<file path="config.mk">
export PLATFORM = sky130hd
export DESIGN_NAME = priority_task_dispatcher_core
export DESIGN_NICKNAME = d
export VERILOG_FILES = /design/src/hw/rtl/ptd_pkg.sv /design/src/hw/rtl/ptd_pmem.sv /design/src/hw/rtl/priority_task_dispatcher_core.sv
export SDC_FILE = /design/constraint.sdc
export NUM_CORES = 1
export LEC_CHECK = 0
export BUFFER_PORTS_ARGS = -buffer_cell sky130_fd_sc_hd__buf_2
export CELL_PAD_IN_SITES_DETAIL_PLACEMENT = 0
export CELL_PAD_IN_SITES_GLOBAL_PLACEMENT = 1
export CORE_MARGIN = 3
export CORE_UTILIZATION = 27
export DETAILED_ROUTE_END_ITERATION = 16
export PLACE_DENSITY_LB_ADDON = 0.1
export SLEW_MARGIN = 20
export SYNTH_ARGS = -nofsm -noshare
export SYNTH_HDL_FRONTEND = slang
export SYNTH_SLANG_ARGS = --single-unit
</file>
<file path="constraint.sdc">
create_clock -name clk -period 11 [get_ports clk]
set_input_delay 1.1 -clock clk [delete_from_list [all_inputs] [get_ports clk]]
set_output_delay 1.1 -clock clk [all_outputs]
set_load 0.05 [all_outputs]
</file>
<file path="src/hw/rtl/ptd_pkg.sv">
// Package with the shared types and constants of the priority task dispatcher.
package ptd_pkg;

	// Slot counts of the three task classes.
	localparam int SYS_SLOTS = 4;
	localparam int RR_SLOTS  = 4;
	localparam int PER_SLOTS = 8;

	// Index widths follow from the slot counts.
	localparam int SYS_IW = (SYS_SLOTS > 1) ? $clog2(SYS_SLOTS) : 1;
	localparam int RR_IW  = (RR_SLOTS > 1) ? $clog2(RR_SLOTS) : 1;
	localparam int PER_IW = (PER_SLOTS > 1) ? $clog2(PER_SLOTS) : 1;
	localparam int SLOT_W = (SYS_IW > RR_IW) ? ((SYS_IW > PER_IW) ? SYS_IW : PER_IW)
		: ((RR_IW > PER_IW) ? RR_IW : PER_IW);
	localparam int CNT_W  = 4;

	// Event codes.
	localparam logic [2:0] OP_TICK      = 3'd0;
	localparam logic [2:0] OP_YIELD     = 3'd1;
	localparam logic [2:0] OP_TERMINATE = 3'd2;
	localparam logic [2:0] OP_BLOCK     = 3'd3;
	localparam logic [2:0] OP_CREATE    = 3'd4;

	// Class codes.
	localparam logic [1:0] CL_IDLE = 2'd0;
	localparam logic [1:0] CL_RR   = 2'd1;
	localparam logic [1:0] CL_PER  = 2'd2;
	localparam logic [1:0] CL_SYS  = 2'd3;

	// Error codes.
	localparam logic [1:0] ERR_NONE = 2'd0;
	localparam logic [1:0] ERR_FULL = 2'd1;
	localparam logic [1:0] ERR_WCET = 2'd2;

	typedef enum logic [2:0] {
		ST_DEAD      = 3'd0,
		ST_READY     = 3'd1,
		ST_RUNNING   = 3'd2,
		ST_SUSPENDED = 3'd3,
		ST_BLOCKED   = 3'd4
	} slot_st_t;

	typedef enum logic [2:0] {
		FSM_IDLE,
		FSM_SYS,
		FSM_PRD_RD,
		FSM_PRD_EX,
		FSM_RR,
		FSM_OUT
	} fsm_t;

	typedef struct packed {
		logic [2:0]  op;
		logic [1:0]  task_class;
		logic [15:0] period;
		logic [15:0] wcet;
		logic [14:0] offset;
	} req_t;

	typedef struct packed {
		logic [1:0] run_class;
		logic [2:0] run_slot;
		logic [1:0] error_code;
		logic [2:0] created_slot;
	} rsp_t;

	// One periodic task record as kept in the record memory.
	typedef struct packed {
		logic [15:0] period;
		logic [15:0] wcet;
		logic [16:0] countdown;
		logic [15:0] last_check;
		logic [15:0] run_ticks;
	} prd_rec_t;

endpackage

</file>
<file path="src/hw/rtl/ptd_pmem.sv">
// Periodic task record memory: one write port, one registered read port.
module ptd_pmem (
	input  logic                      clk,
	input  logic                      we,
	input  logic [ptd_pkg::PER_IW-1:0] waddr,
	input  ptd_pkg::prd_rec_t         wdata,
	input  logic                      re,
	input  logic [ptd_pkg::PER_IW-1:0] raddr,
	output ptd_pkg::prd_rec_t         rdata
);

	ptd_pkg::prd_rec_t mem [ptd_pkg::PER_SLOTS];

	// Write port.
	always_ff @(posedge clk) begin
		if (we) begin
			mem[waddr] <= wdata;
		end
	end

	// Registered read port.
	always_ff @(posedge clk) begin
		if (re) begin
			rdata <= mem[raddr];
		end
	end

endmodule

</file>
<file path="src/hw/rtl/priority_task_dispatcher_core.sv">
// Top level of the priority task dispatcher: slot states, scan sequencer and result register.
//
// Usage: kernel events enter on the req channel (req_valid, req_stall, req) and each
// event gives exactly one result on the rsp channel (rsp_valid, rsp_stall, rsp).
// A transfer happens at a rising edge with valid high and stall low.
// A create or an unused code goes from the sequencer straight to the result register.
// A tick, yield, terminate or block runs a dispatch scan that stops at the first task
// it takes: each system slot in turn, each live periodic slot by a record memory read
// and then an age and write back, each other periodic slot and each round-robin slot
// in turn, and then the result register is loaded.
// One event is in work at a time; req_stall is high while an event is in work.
// A new event is taken while the previous result waits to be transferred; its own
// result waits in the sequencer until the result register is free.
// Reset (arst_n low) marks all slots dead, clears time, pointers and the current
// task to idle. The periodic records hold no reset value and are written on create.
module priority_task_dispatcher_core (
	input  logic          clk,
	input  logic          arst_n,
	input  logic          req_valid,
	output logic          req_stall,
	input  ptd_pkg::req_t req,
	output logic          rsp_valid,
	input  logic          rsp_stall,
	output ptd_pkg::rsp_t rsp
);

	ptd_pkg::fsm_t     state_q, state_d;
	ptd_pkg::slot_st_t sys_st_q [ptd_pkg::SYS_SLOTS];
	ptd_pkg::slot_st_t rr_st_q  [ptd_pkg::RR_SLOTS];
	ptd_pkg::slot_st_t per_st_q [ptd_pkg::PER_SLOTS];

	logic [15:0]                 time_q;
	logic [ptd_pkg::SYS_IW-1:0]  sys_ptr_q;
	logic [ptd_pkg::PER_IW-1:0]  per_ptr_q;
	logic [ptd_pkg::RR_IW-1:0]   rr_ptr_q;
	logic [1:0]                  cur_class_q;
	logic [ptd_pkg::SLOT_W-1:0]  cur_slot_q;
	logic [ptd_pkg::CNT_W-1:0]   cnt_q;
	logic [1:0]                  err_q;
	logic [2:0]                  created_q;
	logic                        rsp_valid_q;
	ptd_pkg::rsp_t               rsp_q;

	logic                        acc;
	logic                        rsp_load;
	logic                        sys_hit, rr_hit, per_live, per_take, rel;
	logic                        sys_last, per_last, rr_last;
	ptd_pkg::slot_st_t           per_st_p;
	ptd_pkg::slot_st_t           cur_st;
	ptd_pkg::slot_st_t           cur_new;
	logic                        cur_upd;
	logic [ptd_pkg::SYS_IW-1:0]  sys_ptr_nx;
	logic [ptd_pkg::PER_IW-1:0]  per_ptr_nx;
	logic [ptd_pkg::RR_IW-1:0]   rr_ptr_nx;

	// Record memory signals and aging arithmetic.
	logic                        mem_we, mem_re;
	logic [ptd_pkg::PER_IW-1:0]  mem_waddr;
	ptd_pkg::prd_rec_t           mem_wdata, mem_rdata, rec_aged;
	logic [15:0]                 delta;
	logic [17:0]                 cd_sub;
	logic [16:0]                 cd_aged;
	logic [16:0]                 run_sum;

	// Free slot search for create.
	logic                        dead_found;
	logic [ptd_pkg::SLOT_W-1:0]  dead_idx;
	logic                        cr_per;

	logic [ptd_pkg::SYS_SLOTS+ptd_pkg::RR_SLOTS+ptd_pkg::PER_SLOTS-1:0] run_vec;

	ptd_pmem u_pmem (
		.clk   (clk),
		.we    (mem_we),
		.waddr (mem_waddr),
		.wdata (mem_wdata),
		.re    (mem_re),
		.raddr (per_ptr_q),
		.rdata (mem_rdata)
	);

	assign acc       = req_valid && !req_stall;
	assign req_stall = (state_q != ptd_pkg::FSM_IDLE);
	assign rsp_load  = (state_q == ptd_pkg::FSM_OUT) && (!rsp_valid_q || !rsp_stall);
	assign rsp_valid = rsp_valid_q;
	assign rsp       = rsp_q;

	// Scan positions and wrap-around pointers.
	assign sys_hit  = (sys_st_q[sys_ptr_q] == ptd_pkg::ST_READY);
	assign rr_hit   = (rr_st_q[rr_ptr_q] == ptd_pkg::ST_READY);
	assign per_st_p = per_st_q[per_ptr_q];
	assign per_live = (per_st_p == ptd_pkg::ST_READY) || (per_st_p == ptd_pkg::ST_SUSPENDED);
	assign sys_last = (cnt_q == ptd_pkg::CNT_W'(ptd_pkg::SYS_SLOTS - 1));
	assign per_last = (cnt_q == ptd_pkg::CNT_W'(ptd_pkg::PER_SLOTS - 1));
	assign rr_last  = (cnt_q == ptd_pkg::CNT_W'(ptd_pkg::RR_SLOTS - 1));
	assign sys_ptr_nx = (sys_ptr_q == ptd_pkg::SYS_IW'(ptd_pkg::SYS_SLOTS - 1)) ? '0
		: sys_ptr_q + 1'b1;
	assign per_ptr_nx = (per_ptr_q == ptd_pkg::PER_IW'(ptd_pkg::PER_SLOTS - 1)) ? '0
		: per_ptr_q + 1'b1;
	assign rr_ptr_nx = (rr_ptr_q == ptd_pkg::RR_IW'(ptd_pkg::RR_SLOTS - 1)) ? '0
		: rr_ptr_q + 1'b1;

	// Age the record read from memory by the ticks since its last check.
	assign delta   = time_q - mem_rdata.last_check;
	assign cd_sub  = {mem_rdata.countdown[16], mem_rdata.countdown} - {2'b00, delta};
	assign cd_aged = ($signed(cd_sub) < -18'sd65536) ? 17'h10000 : cd_sub[16:0];
	assign run_sum = {1'b0, mem_rdata.run_ticks} + {1'b0, delta};
	assign rel     = cd_aged[16] || (cd_aged == '0);
	assign per_take = (per_st_p == ptd_pkg::ST_READY) || rel;

	always_comb begin
		rec_aged            = mem_rdata;
		rec_aged.countdown  = cd_aged;
		rec_aged.last_check = time_q;
		rec_aged.run_ticks  = run_sum[16] ? 16'hFFFF : run_sum[15:0];
	end

	// First dead slot of the class named by a create.
	always_comb begin
		dead_found = 1'b0;
		dead_idx   = '0;
		case (req.task_class)
			ptd_pkg::CL_SYS: begin
				for (int i = ptd_pkg::SYS_SLOTS - 1; i >= 0; i--) begin
					if (sys_st_q[i] == ptd_pkg::ST_DEAD) begin
						dead_found = 1'b1;
						dead_idx   = ptd_pkg::SLOT_W'(i);
					end
				end
			end
			ptd_pkg::CL_PER: begin
				for (int i = ptd_pkg::PER_SLOTS - 1; i >= 0; i--) begin
					if (per_st_q[i] == ptd_pkg::ST_DEAD) begin
						dead_found = 1'b1;
						dead_idx   = ptd_pkg::SLOT_W'(i);
					end
				end
			end
			ptd_pkg::CL_RR: begin
				for (int i = ptd_pkg::RR_SLOTS - 1; i >= 0; i--) begin
					if (rr_st_q[i] == ptd_pkg::ST_DEAD) begin
						dead_found = 1'b1;
						dead_idx   = ptd_pkg::SLOT_W'(i);
					end
				end
			end
			default: begin
				dead_found = 1'b0;
			end
		endcase
	end

	assign cr_per = acc && (req.op == ptd_pkg::OP_CREATE) && (req.task_class == ptd_pkg::CL_PER)
		&& dead_found;

	// Memory port control: create writes a fresh record, the periodic scan writes back.
	always_comb begin
		mem_re    = (state_q == ptd_pkg::FSM_PRD_RD) && per_live;
		mem_we    = 1'b0;
		mem_waddr = per_ptr_q;
		mem_wdata = rec_aged;
		if (cr_per) begin
			mem_we    = 1'b1;
			mem_waddr = dead_idx[ptd_pkg::PER_IW-1:0];
			mem_wdata = '{period: req.period, wcet: req.wcet,
				countdown: {2'b00, req.offset}, last_check: time_q, run_ticks: 16'd0};
		end else if (state_q == ptd_pkg::FSM_PRD_EX) begin
			mem_we = 1'b1;
			if (per_st_p == ptd_pkg::ST_SUSPENDED && rel) begin
				mem_wdata.countdown = {1'b0, mem_rdata.period};
				mem_wdata.run_ticks = 16'd1;
			end
		end
	end

	// State change of the current task for the event taken.
	always_comb begin
		case (cur_class_q)
			ptd_pkg::CL_SYS: cur_st = sys_st_q[cur_slot_q[ptd_pkg::SYS_IW-1:0]];
			ptd_pkg::CL_PER: cur_st = per_st_q[cur_slot_q[ptd_pkg::PER_IW-1:0]];
			ptd_pkg::CL_RR:  cur_st = rr_st_q[cur_slot_q[ptd_pkg::RR_IW-1:0]];
			default:         cur_st = ptd_pkg::ST_DEAD;
		endcase
		cur_upd = acc && (cur_class_q != ptd_pkg::CL_IDLE);
		case (req.op)
			ptd_pkg::OP_TICK: begin
				cur_new = ptd_pkg::ST_READY;
				cur_upd = cur_upd && (cur_st == ptd_pkg::ST_RUNNING);
			end
			ptd_pkg::OP_YIELD: begin
				cur_new = (cur_class_q == ptd_pkg::CL_PER) ? ptd_pkg::ST_SUSPENDED
					: ptd_pkg::ST_READY;
			end
			ptd_pkg::OP_TERMINATE: cur_new = ptd_pkg::ST_DEAD;
			ptd_pkg::OP_BLOCK:     cur_new = ptd_pkg::ST_BLOCKED;
			default: begin
				cur_new = ptd_pkg::ST_DEAD;
				cur_upd = 1'b0;
			end
		endcase
	end

	// Sequencer next state.
	always_comb begin
		state_d = state_q;
		case (state_q)
			ptd_pkg::FSM_IDLE: begin
				if (acc) begin
					state_d = (req.op <= ptd_pkg::OP_BLOCK) ? ptd_pkg::FSM_SYS
						: ptd_pkg::FSM_OUT;
				end
			end
			ptd_pkg::FSM_SYS: begin
				if (sys_hit) begin
					state_d = ptd_pkg::FSM_OUT;
				end else if (sys_last) begin
					state_d = ptd_pkg::FSM_PRD_RD;
				end
			end
			ptd_pkg::FSM_PRD_RD: begin
				if (per_live) begin
					state_d = ptd_pkg::FSM_PRD_EX;
				end else if (per_last) begin
					state_d = ptd_pkg::FSM_RR;
				end
			end
			ptd_pkg::FSM_PRD_EX: begin
				if (per_take) begin
					state_d = ptd_pkg::FSM_OUT;
				end else if (per_last) begin
					state_d = ptd_pkg::FSM_RR;
				end else begin
					state_d = ptd_pkg::FSM_PRD_RD;
				end
			end
			ptd_pkg::FSM_RR: begin
				if (rr_hit || rr_last) begin
					state_d = ptd_pkg::FSM_OUT;
				end
			end
			ptd_pkg::FSM_OUT: begin
				if (rsp_load) begin
					state_d = ptd_pkg::FSM_IDLE;
				end
			end
			default: state_d = ptd_pkg::FSM_IDLE;
		endcase
	end

	always_ff @(posedge clk or negedge arst_n) begin
		if (!arst_n) begin
			state_q <= ptd_pkg::FSM_IDLE;
		end else begin
			state_q <= state_d;
		end
	end

	// Slot states, pointers, current task and the event's result fields.
	always_ff @(posedge clk or negedge arst_n) begin
		if (!arst_n) begin
			for (int i = 0; i < ptd_pkg::SYS_SLOTS; i++) sys_st_q[i] <= ptd_pkg::ST_DEAD;
			for (int i = 0; i < ptd_pkg::RR_SLOTS; i++)  rr_st_q[i]  <= ptd_pkg::ST_DEAD;
			for (int i = 0; i < ptd_pkg::PER_SLOTS; i++) per_st_q[i] <= ptd_pkg::ST_DEAD;
			time_q      <= '0;
			sys_ptr_q   <= '0;
			per_ptr_q   <= '0;
			rr_ptr_q    <= '0;
			cur_class_q <= ptd_pkg::CL_IDLE;
			cur_slot_q  <= '0;
			cnt_q       <= '0;
			err_q       <= ptd_pkg::ERR_NONE;
			created_q   <= '0;
		end else begin
			case (state_q)
				ptd_pkg::FSM_IDLE: begin
					if (acc) begin
						cnt_q     <= '0;
						err_q     <= ptd_pkg::ERR_NONE;
						created_q <= '0;
						if (req.op == ptd_pkg::OP_TICK) begin
							time_q <= time_q + 16'd1;
						end
						if (cur_upd) begin
							case (cur_class_q)
								ptd_pkg::CL_SYS:
									sys_st_q[cur_slot_q[ptd_pkg::SYS_IW-1:0]] <= cur_new;
								ptd_pkg::CL_PER:
									per_st_q[cur_slot_q[ptd_pkg::PER_IW-1:0]] <= cur_new;
								ptd_pkg::CL_RR:
									rr_st_q[cur_slot_q[ptd_pkg::RR_IW-1:0]] <= cur_new;
								default: ;
							endcase
						end
						if (req.op == ptd_pkg::OP_CREATE && req.task_class != ptd_pkg::CL_IDLE) begin
							if (!dead_found) begin
								err_q <= ptd_pkg::ERR_FULL;
							end else begin
								created_q <= 3'(dead_idx);
								case (req.task_class)
									ptd_pkg::CL_SYS: sys_st_q[dead_idx[ptd_pkg::SYS_IW-1:0]]
										<= ptd_pkg::ST_READY;
									ptd_pkg::CL_PER: per_st_q[dead_idx[ptd_pkg::PER_IW-1:0]]
										<= ptd_pkg::ST_SUSPENDED;
									default: rr_st_q[dead_idx[ptd_pkg::RR_IW-1:0]]
										<= ptd_pkg::ST_READY;
								endcase
							end
						end
					end
				end
				ptd_pkg::FSM_SYS: begin
					if (sys_hit) begin
						sys_st_q[sys_ptr_q] <= ptd_pkg::ST_RUNNING;
						cur_class_q         <= ptd_pkg::CL_SYS;
						cur_slot_q          <= ptd_pkg::SLOT_W'(sys_ptr_q);
					end else begin
						sys_ptr_q <= sys_ptr_nx;
						cnt_q     <= sys_last ? '0 : cnt_q + 1'b1;
					end
				end
				ptd_pkg::FSM_PRD_RD: begin
					if (!per_live) begin
						per_ptr_q <= per_ptr_nx;
						cnt_q     <= per_last ? '0 : cnt_q + 1'b1;
					end
				end
				ptd_pkg::FSM_PRD_EX: begin
					if (per_take) begin
						per_st_q[per_ptr_q] <= ptd_pkg::ST_RUNNING;
						cur_class_q         <= ptd_pkg::CL_PER;
						cur_slot_q          <= ptd_pkg::SLOT_W'(per_ptr_q);
						if (per_st_p == ptd_pkg::ST_READY
							&& mem_rdata.run_ticks > mem_rdata.wcet) begin
							err_q <= ptd_pkg::ERR_WCET;
						end
					end else begin
						per_ptr_q <= per_ptr_nx;
						cnt_q     <= per_last ? '0 : cnt_q + 1'b1;
					end
				end
				ptd_pkg::FSM_RR: begin
					rr_ptr_q <= rr_ptr_nx;
					cnt_q    <= cnt_q + 1'b1;
					if (rr_hit) begin
						rr_st_q[rr_ptr_q] <= ptd_pkg::ST_RUNNING;
						cur_class_q       <= ptd_pkg::CL_RR;
						cur_slot_q        <= ptd_pkg::SLOT_W'(rr_ptr_q);
					end else if (rr_last) begin
						cur_class_q <= ptd_pkg::CL_IDLE;
						cur_slot_q  <= '0;
					end
				end
				default: ;
			endcase
		end
	end

	// Result register: holds a result until the receiver takes it.
	always_ff @(posedge clk or negedge arst_n) begin
		if (!arst_n) begin
			rsp_valid_q <= 1'b0;
			rsp_q       <= '0;
		end else begin
			if (rsp_load) begin
				rsp_valid_q        <= 1'b1;
				rsp_q.run_class    <= cur_class_q;
				rsp_q.run_slot     <= 3'(cur_slot_q);
				rsp_q.error_code   <= err_q;
				rsp_q.created_slot <= created_q;
			end else if (!rsp_stall) begin
				rsp_valid_q <= 1'b0;
			end
		end
	end

	// Running flags of all slots, for checking.
	always_comb begin
		for (int i = 0; i < ptd_pkg::SYS_SLOTS; i++)
			run_vec[i] = (sys_st_q[i] == ptd_pkg::ST_RUNNING);
		for (int i = 0; i < ptd_pkg::RR_SLOTS; i++)
			run_vec[ptd_pkg::SYS_SLOTS + i] = (rr_st_q[i] == ptd_pkg::ST_RUNNING);
		for (int i = 0; i < ptd_pkg::PER_SLOTS; i++)
			run_vec[ptd_pkg::SYS_SLOTS + ptd_pkg::RR_SLOTS + i] =
				(per_st_q[i] == ptd_pkg::ST_RUNNING);
	end

	// At most one task is running between events.
	a_one_running: assert property (@(posedge clk) disable iff (!arst_n)
		state_q == ptd_pkg::FSM_IDLE |-> $onehot0(run_vec))
		else $error("more than one task running");

	// The current task is idle exactly when no slot is running.
	a_idle_match: assert property (@(posedge clk) disable iff (!arst_n)
		state_q == ptd_pkg::FSM_IDLE |-> ((cur_class_q == ptd_pkg::CL_IDLE) == (run_vec == '0)))
		else $error("current task disagrees with slot states");

	// A record is used only in the cycle after its memory read.
	a_read_first: assert property (@(posedge clk) disable iff (!arst_n)
		state_q == ptd_pkg::FSM_PRD_EX |-> $past(mem_re))
		else $error("periodic record used without a read");

	// The scan counter stays inside the periodic table.
	a_cnt_range: assert property (@(posedge clk) disable iff (!arst_n)
		(state_q == ptd_pkg::FSM_PRD_RD || state_q == ptd_pkg::FSM_PRD_EX)
		|-> cnt_q < ptd_pkg::CNT_W'(ptd_pkg::PER_SLOTS))
		else $error("periodic scan counter out of range");

endmodule

</file>
* Word-level counts from Yosys, hierarchy flattened *
Memory sizes are Yosys's and may differ from the RTL's. A register that Yosys moved wholly into a read port is not among the register bits.
Cells that the tools add are included.

word-level totals
  word-level logic and storage cells = 349
  flip-flop bits (word level) = 99
  memory bits (writable) = 648
  memories = 1
  input port bits = 56

operators by class
  reduce and logical (&&, ||, !) cells = 67
  equal/unequal tests = 39
  bitwise gates (word level) = 25
  mux-type cells = 161
  add/sub/neg operators = 8
  $lt $le $gt $ge = 17

memory list
  name        depth  width  rd ports  clocked after memory_dff  wr ports  line            RTL
  u_pmem.mem  8      81     1         1                         1         ptd_pmem.sv:12  ptd_pkg::prd_rec_t mem [ptd_pkg::PER_SLOTS];

operator list
  operator                                              count
  two-way mux 12 bit                                    18
  two-way mux 24 bit                                    9
  two-way mux 3 bit                                     53
  two-way mux 17 bit                                    4
  two-way mux 16 bit                                    4
  logical NOT 3 bit                                     18
  case mux 12 bit (2 select lines)                      2
  case mux 24 bit (2 select lines)                      1
  bitwise AND 8 bit                                     5
  case mux 3 bit (3 select lines)                       4
  two-way mux 32 bit                                    1
  NOT 8 bit                                             4
  demux 3 bit (select 3 bit)                            3
  binary-select mux 3 bit (select 2 bit)                4
  bitwise mux 12 bit                                    2
  bitwise mux 24 bit                                    1
  demux 3 bit (select 2 bit)                            4
  two-way mux 1 bit                                     24
  two-way mux 2 bit                                     12
  two-way mux 4 bit                                     6
  case mux 4 bit (5 select lines)                       1
  binary-select mux 3 bit (select 3 bit)                2
  equality test 3 x 2 -> 1 bit (second input constant)  6
  logical AND 1 bit                                     18
  other kinds (49)                                      111

* Depth between registers and ports, before layout *
  depth after elaboration = 22
  depth in mapped cells = 25
  mapped depth without buffers = 24

* Cells and area by module *
Synthesis repeated with hierarchy kept, for this count alone.

unflattened totals
  cell total of the unflattened synthesis = 2268
  area total of the unflattened synthesis = 36792.8 um2

by module, submodules not included
  module                         times used  sequential area each (um2)  area an instance (um2)  cells an instance
  ptd_pmem                       1           21891.0                     27161.0                 1030
  priority_task_dispatcher_core  1           2477.4                      9631.7                  1238

* Worst setup path before layout *
OpenSTA, ideal clock, no wires.

  path type = in2reg
  start = input req[51] (netlist name)
  end = memory u_pmem.mem[3][0] (netlist name) (enable)
  stages = 8
  arrival = 8.430 ns
  setup slack = 1.951 ns
  path buffers = 3
  path through = clkbuf_1 > nor4b_1 > nor2b_1 > clkbuf_1 > and3_1 > clkbuf_1 > a21oi_1 > nor3_1

between the ends
  cells in the longest elaborated chain, start to end = 7

RTL lines
  element                                  line                                  RTL
  from (decl)                              priority_task_dispatcher_core.sv:21   input ptd_pkg::req_t req,
  equality test 3 bit (*)                  priority_task_dispatcher_core.sv:153  assign cr_per = acc && (req.op == ptd_pkg::OP_CREATE) && (req.task_class == ptd_pkg::CL_PER)
  logical AND 1 bit (*) (2 in series)      priority_task_dispatcher_core.sv:153
  logical AND 1 bit (*)                    priority_task_dispatcher_core.sv:154  && dead_found;
  two-way mux 1 bit                        priority_task_dispatcher_core.sv:162  if (cr_per) begin
  two-way mux 1 bit                        ptd_pmem.sv:16                        if (we) begin
  two-way mux 1 bit (not written as such)  ptd_pmem.sv:17                        mem[waddr] <= wdata;
  to (decl)                                ptd_pmem.sv:12

Every way passes the cells marked *; elsewhere a longest branch is shown, timed or not.

==> out/results.txt <==
outcome: complete, no violations
count of final setup violators: 0
area fraction of the dominant cell type after synthesis: 62.7%
Crit path arrival time: 7.14 ns
Clock Latency Late Sink: 0.70 ns
critical-path cell list: inv_1, ha_1, inv_1, fa_1, a21o_1, a21oi_1, o21bai_1, a21oi_1, xnor2_1, inv_1, ha_1, o21ai_0, o21ai_0, o311a_1, o311ai_0, o2111a_1, nand4_1, o21ai_2, nand2_1, buf_4, nand2_1, a21oi_1
max-cap violation count: 0
combined area of all synthesized cells: 34900 µm²
count of final hold-check violations: 0
cell chosen for the clock root: clkbuf_16
P_leak: 0.0139 µW
most common library cells after synthesis: edfxtp_1 (729), a22oi_1 (333), nand2_1 (156), nor2_1 (136), a21oi_1 (110)
number of buffers between clock root and the deepest sink: 3
ratio of cells with drive above 1 in the final layout: 11.8%
Core Area: 128000 µm²
All-Layer GR Usage: 17.3%
endpoint of the most critical register-to-register path: u_pmem.mem[4][14]
total congestion overflow: 0
element type at the critical path end: flop
final critical-path required period: 6.84 ns
global-route wire length before repair: 170000 µm
CTS-repair resized insts: 0
Avg Synthesized Cell Area: 14.1 µm²
HPWL after detailed placement: 68400 µm
Post-CTS Hold Fix Bufs: 0
path length in cells of the critical path: 22
Simple-Gate Fraction of Synth Area: 8.32%
final setup TNS: 0 ns
most frequently used cell type in the post-synthesis netlist: edfxtp_1
placer's final routability congestion estimate: 0.796
met3 track utilization from global routing: 2.04%
power consumption: 8890 µW
most heavily used metal layer in global routing: met2
placed insts: 4203
slowest stage delay, CP: 0.77 ns
initial core utilization: 27.3%
CP max stage cell: nand2_1
transition time of the tightest slew-check pin: 1.03 ns
worst slew margin relative to its limit: 31.0%
Top Family by Delay on Critical Path: compound AO/OA/AOI/OAI gates
critical path required time: 11.30 ns
reg-to-reg startpoint: time_q[0]
met2 usage in global routing: 29.1%
part of the Yosys area used for sequential elements: 69.8%
async set-reset flop share out of synthesis: 12.0%
number of antenna violations at the first check in global routing: 2
vias per cell: 5.09
width of the die: 366 µm
cell row count: 131
Global Route met1 Usage: 23.4%
sw power: 2800 µW
critical path endpoint: u_pmem.mem[4][14]
DRC violations left: 0
number of global-route vias before repair: 23.2k
internal cell power: 6090 µW
FF-to-FF setup slack: 4.16 ns
category of the most critical setup path: reg2reg
Buf+Inv Stages, Crit Path: 4
library cell with the largest summed area after synthesis: edfxtp_1
final-report max-slew violation count: 0
remaining number of nets flagged by the antenna check after routing: 0
Die H: 366 µm
layout net count: 2705
post-route clock period utilization: 62.2%
sequential cell fraction of total power: 42.9%
net switching fraction of the power: 31.5%
clk slew on worst S/H paths: 0.06 ns
syn_nets: 2615
Logic pwr share: 21.9%
violation count after the first detailed-routing iteration: 1452
I/O Buffers: 67
gate count of the mapped netlist: 2481
FF-to-FF path depth: 22
number of flops mapped to enable cells by yosys: 729
power density over cell area: 219 nW/µm²
setup skew after layout: 0.0705 ns
Yosys cell types: 85
Area contributors post-synth: edfxtp_1 (63%), a22oi_1 (7.2%), dfrtp_1 (7.1%)
synthesized-area fraction occupied by ao, oa, aoi and oai cells: 13.9%
Initial DRT Pass Iterations: 5
largest driver fanout on the critical path: 16
die outline area: 134000 µm²
Ports: 68
unrepaired setup endpoints after global routing: no
total clock buffers created by CTS: 95
Total Wirelength: 117000 µm
Fmax: 146 MHz
clock tree from TritonCTS: built
startpoint type of the worst setup path: flop
non-filler cells, final: 4380
share of synthesized cell area in full adder, half adder and majority cells: 2.86%
Clock Power Share: 35.2%
Area growth syn-to-layout: 16.2%
Worst Slack Setup Final: 4.16 ns
worst vdd ir: 0.113 mV
post-synthesis mux area share: 1.64%
number of warnings reported in the yosys synthesis log: 0
average wire per cell in the routed design: 26.8 µm
maximum number of pins on one net before global-route repair: 82
prevailing post-synth register cell: edfxtp_1
combinational family with the most area after synthesis: compound AO/OA/AOI/OAI gates
xor-xnor portion of the synthesized cell area: 1.18%
register bit total from synthesis: 828
worst setup path startpoint: time_q[0]
Post-CTS Setup Repair Bufs: 0
path type of the worst min-delay path: in2async
H-Tree Depth: 3
dpl ws: 4.04 ns
number of clock sinks: 828
total number of vias: 22.3k
-- worst reg2reg max path: stages (launching register included) --
cell	delay (ns)
dfrtp_1	0.49
inv_1	0.14
ha_1	0.18
inv_1	0.06
fa_1	0.39
a21o_1	0.17
a21oi_1	0.22
o21bai_1	0.09
a21oi_1	0.22
xnor2_1	0.21
inv_1	0.08
ha_1	0.37
o21ai_0	0.30
o21ai_0	0.20
o311a_1	0.17
o311ai_0	0.59
o2111a_1	0.29
nand4_1	0.13
o21ai_2	0.68
nand2_1	0.12
buf_4	0.25
nand2_1	0.78
a21oi_1	0.33
-- state kept, by name, summed over array words and instances, names as in the netlist, 4 cells and up --
name          cells
rr_st_q          12
per_st_q         24
time_q           16
sys_st_q         12
cnt_q             4
u_pmem.mem      648
rsp              10
u_pmem.rdata     81
-- worst min path at each step --
stage / end / startpoint
after global placement: rsp[9] / rsp[9]
final: rr_st_q[9] / arst_n
after global routing: rr_st_q[9] / arst_n
after detailed placement: rsp[5] / rsp[5]
after floorplan: err_q[1] / err_q[1]
after CTS: rr_st_q[9] / arst_n
-- metrics by stage --
stage	util, %	area, µm²	hold slack [ns]
after floorplan	-	34900	0.446
after global placement	29.3	37500	0.472
after detailed placement	29.3	37500	0.477
after CTS	31.7	40600	0.327
after global routing	31.7	40600	0.363
final	31.7	40600	0.358
-- logic make-up after synthesis --
group / Yosys count
flip-flops: 828
AO/OA/AOI/OAI: 687
AND/OR/NAND/NOR: 581
buffers and inverters: 217
adder cells (fa/ha/maj): 78
XOR/XNOR: 47
multiplexers: 43
-- layout make-up --
| type | instances | area (µm²) |
|---|---|---|
| multi-input combinational | 1436 | 9890 |
| clock buffer | 134 | 2630 |
| antenna | 1 | 2.50 |
| inverter | 94 | 353 |
| fill | 12700 | 87400 |
| tap | 1729 | 2160 |
| sequential | 828 | 24400 |
| timing repair buffer | 116 | 731 |
| clock inverter | 42 | 468 |
-- power by group through the flow --
stage	Sequential (µW)	Clock, µW	Combinational, µW
5_1_grt	3830	3360	2140
6_report	3810	3130	1940
3_3_place_gp	3880	0	1980
2_1_floorplan	3830	0	1210
4_1_cts	3810	3230	1980
3_5_place_dp	3880	0	1980
-- layout by cell type (no fill, tap or decap), drive strengths merged, types with 16 or more instances in the layout --
cell    count
or3        19
xnor2      31
nand3      29
nand4      98
ha         75
nor2      136
a21o       20
xor2       16
o21ai      73
nor3       40
buf       116
a22oi     333
edfxtp    729
clkbuf    134
nor2b      18
inv        95
mux2i      19
nand2     156
clkinv     33
dfrtp      99
nand2b     22
a21oi     111
and3       16
-- per-layer routing --
metal | up-vias | wire length, µm
met4 | 0 | 2670
li1 | 9978 | -
met1 | 11600 | 53400
met5 | - | 0
met3 | 143 | 4240
met2 | 521 | 57000
Power figures use the tool's default switching activity.
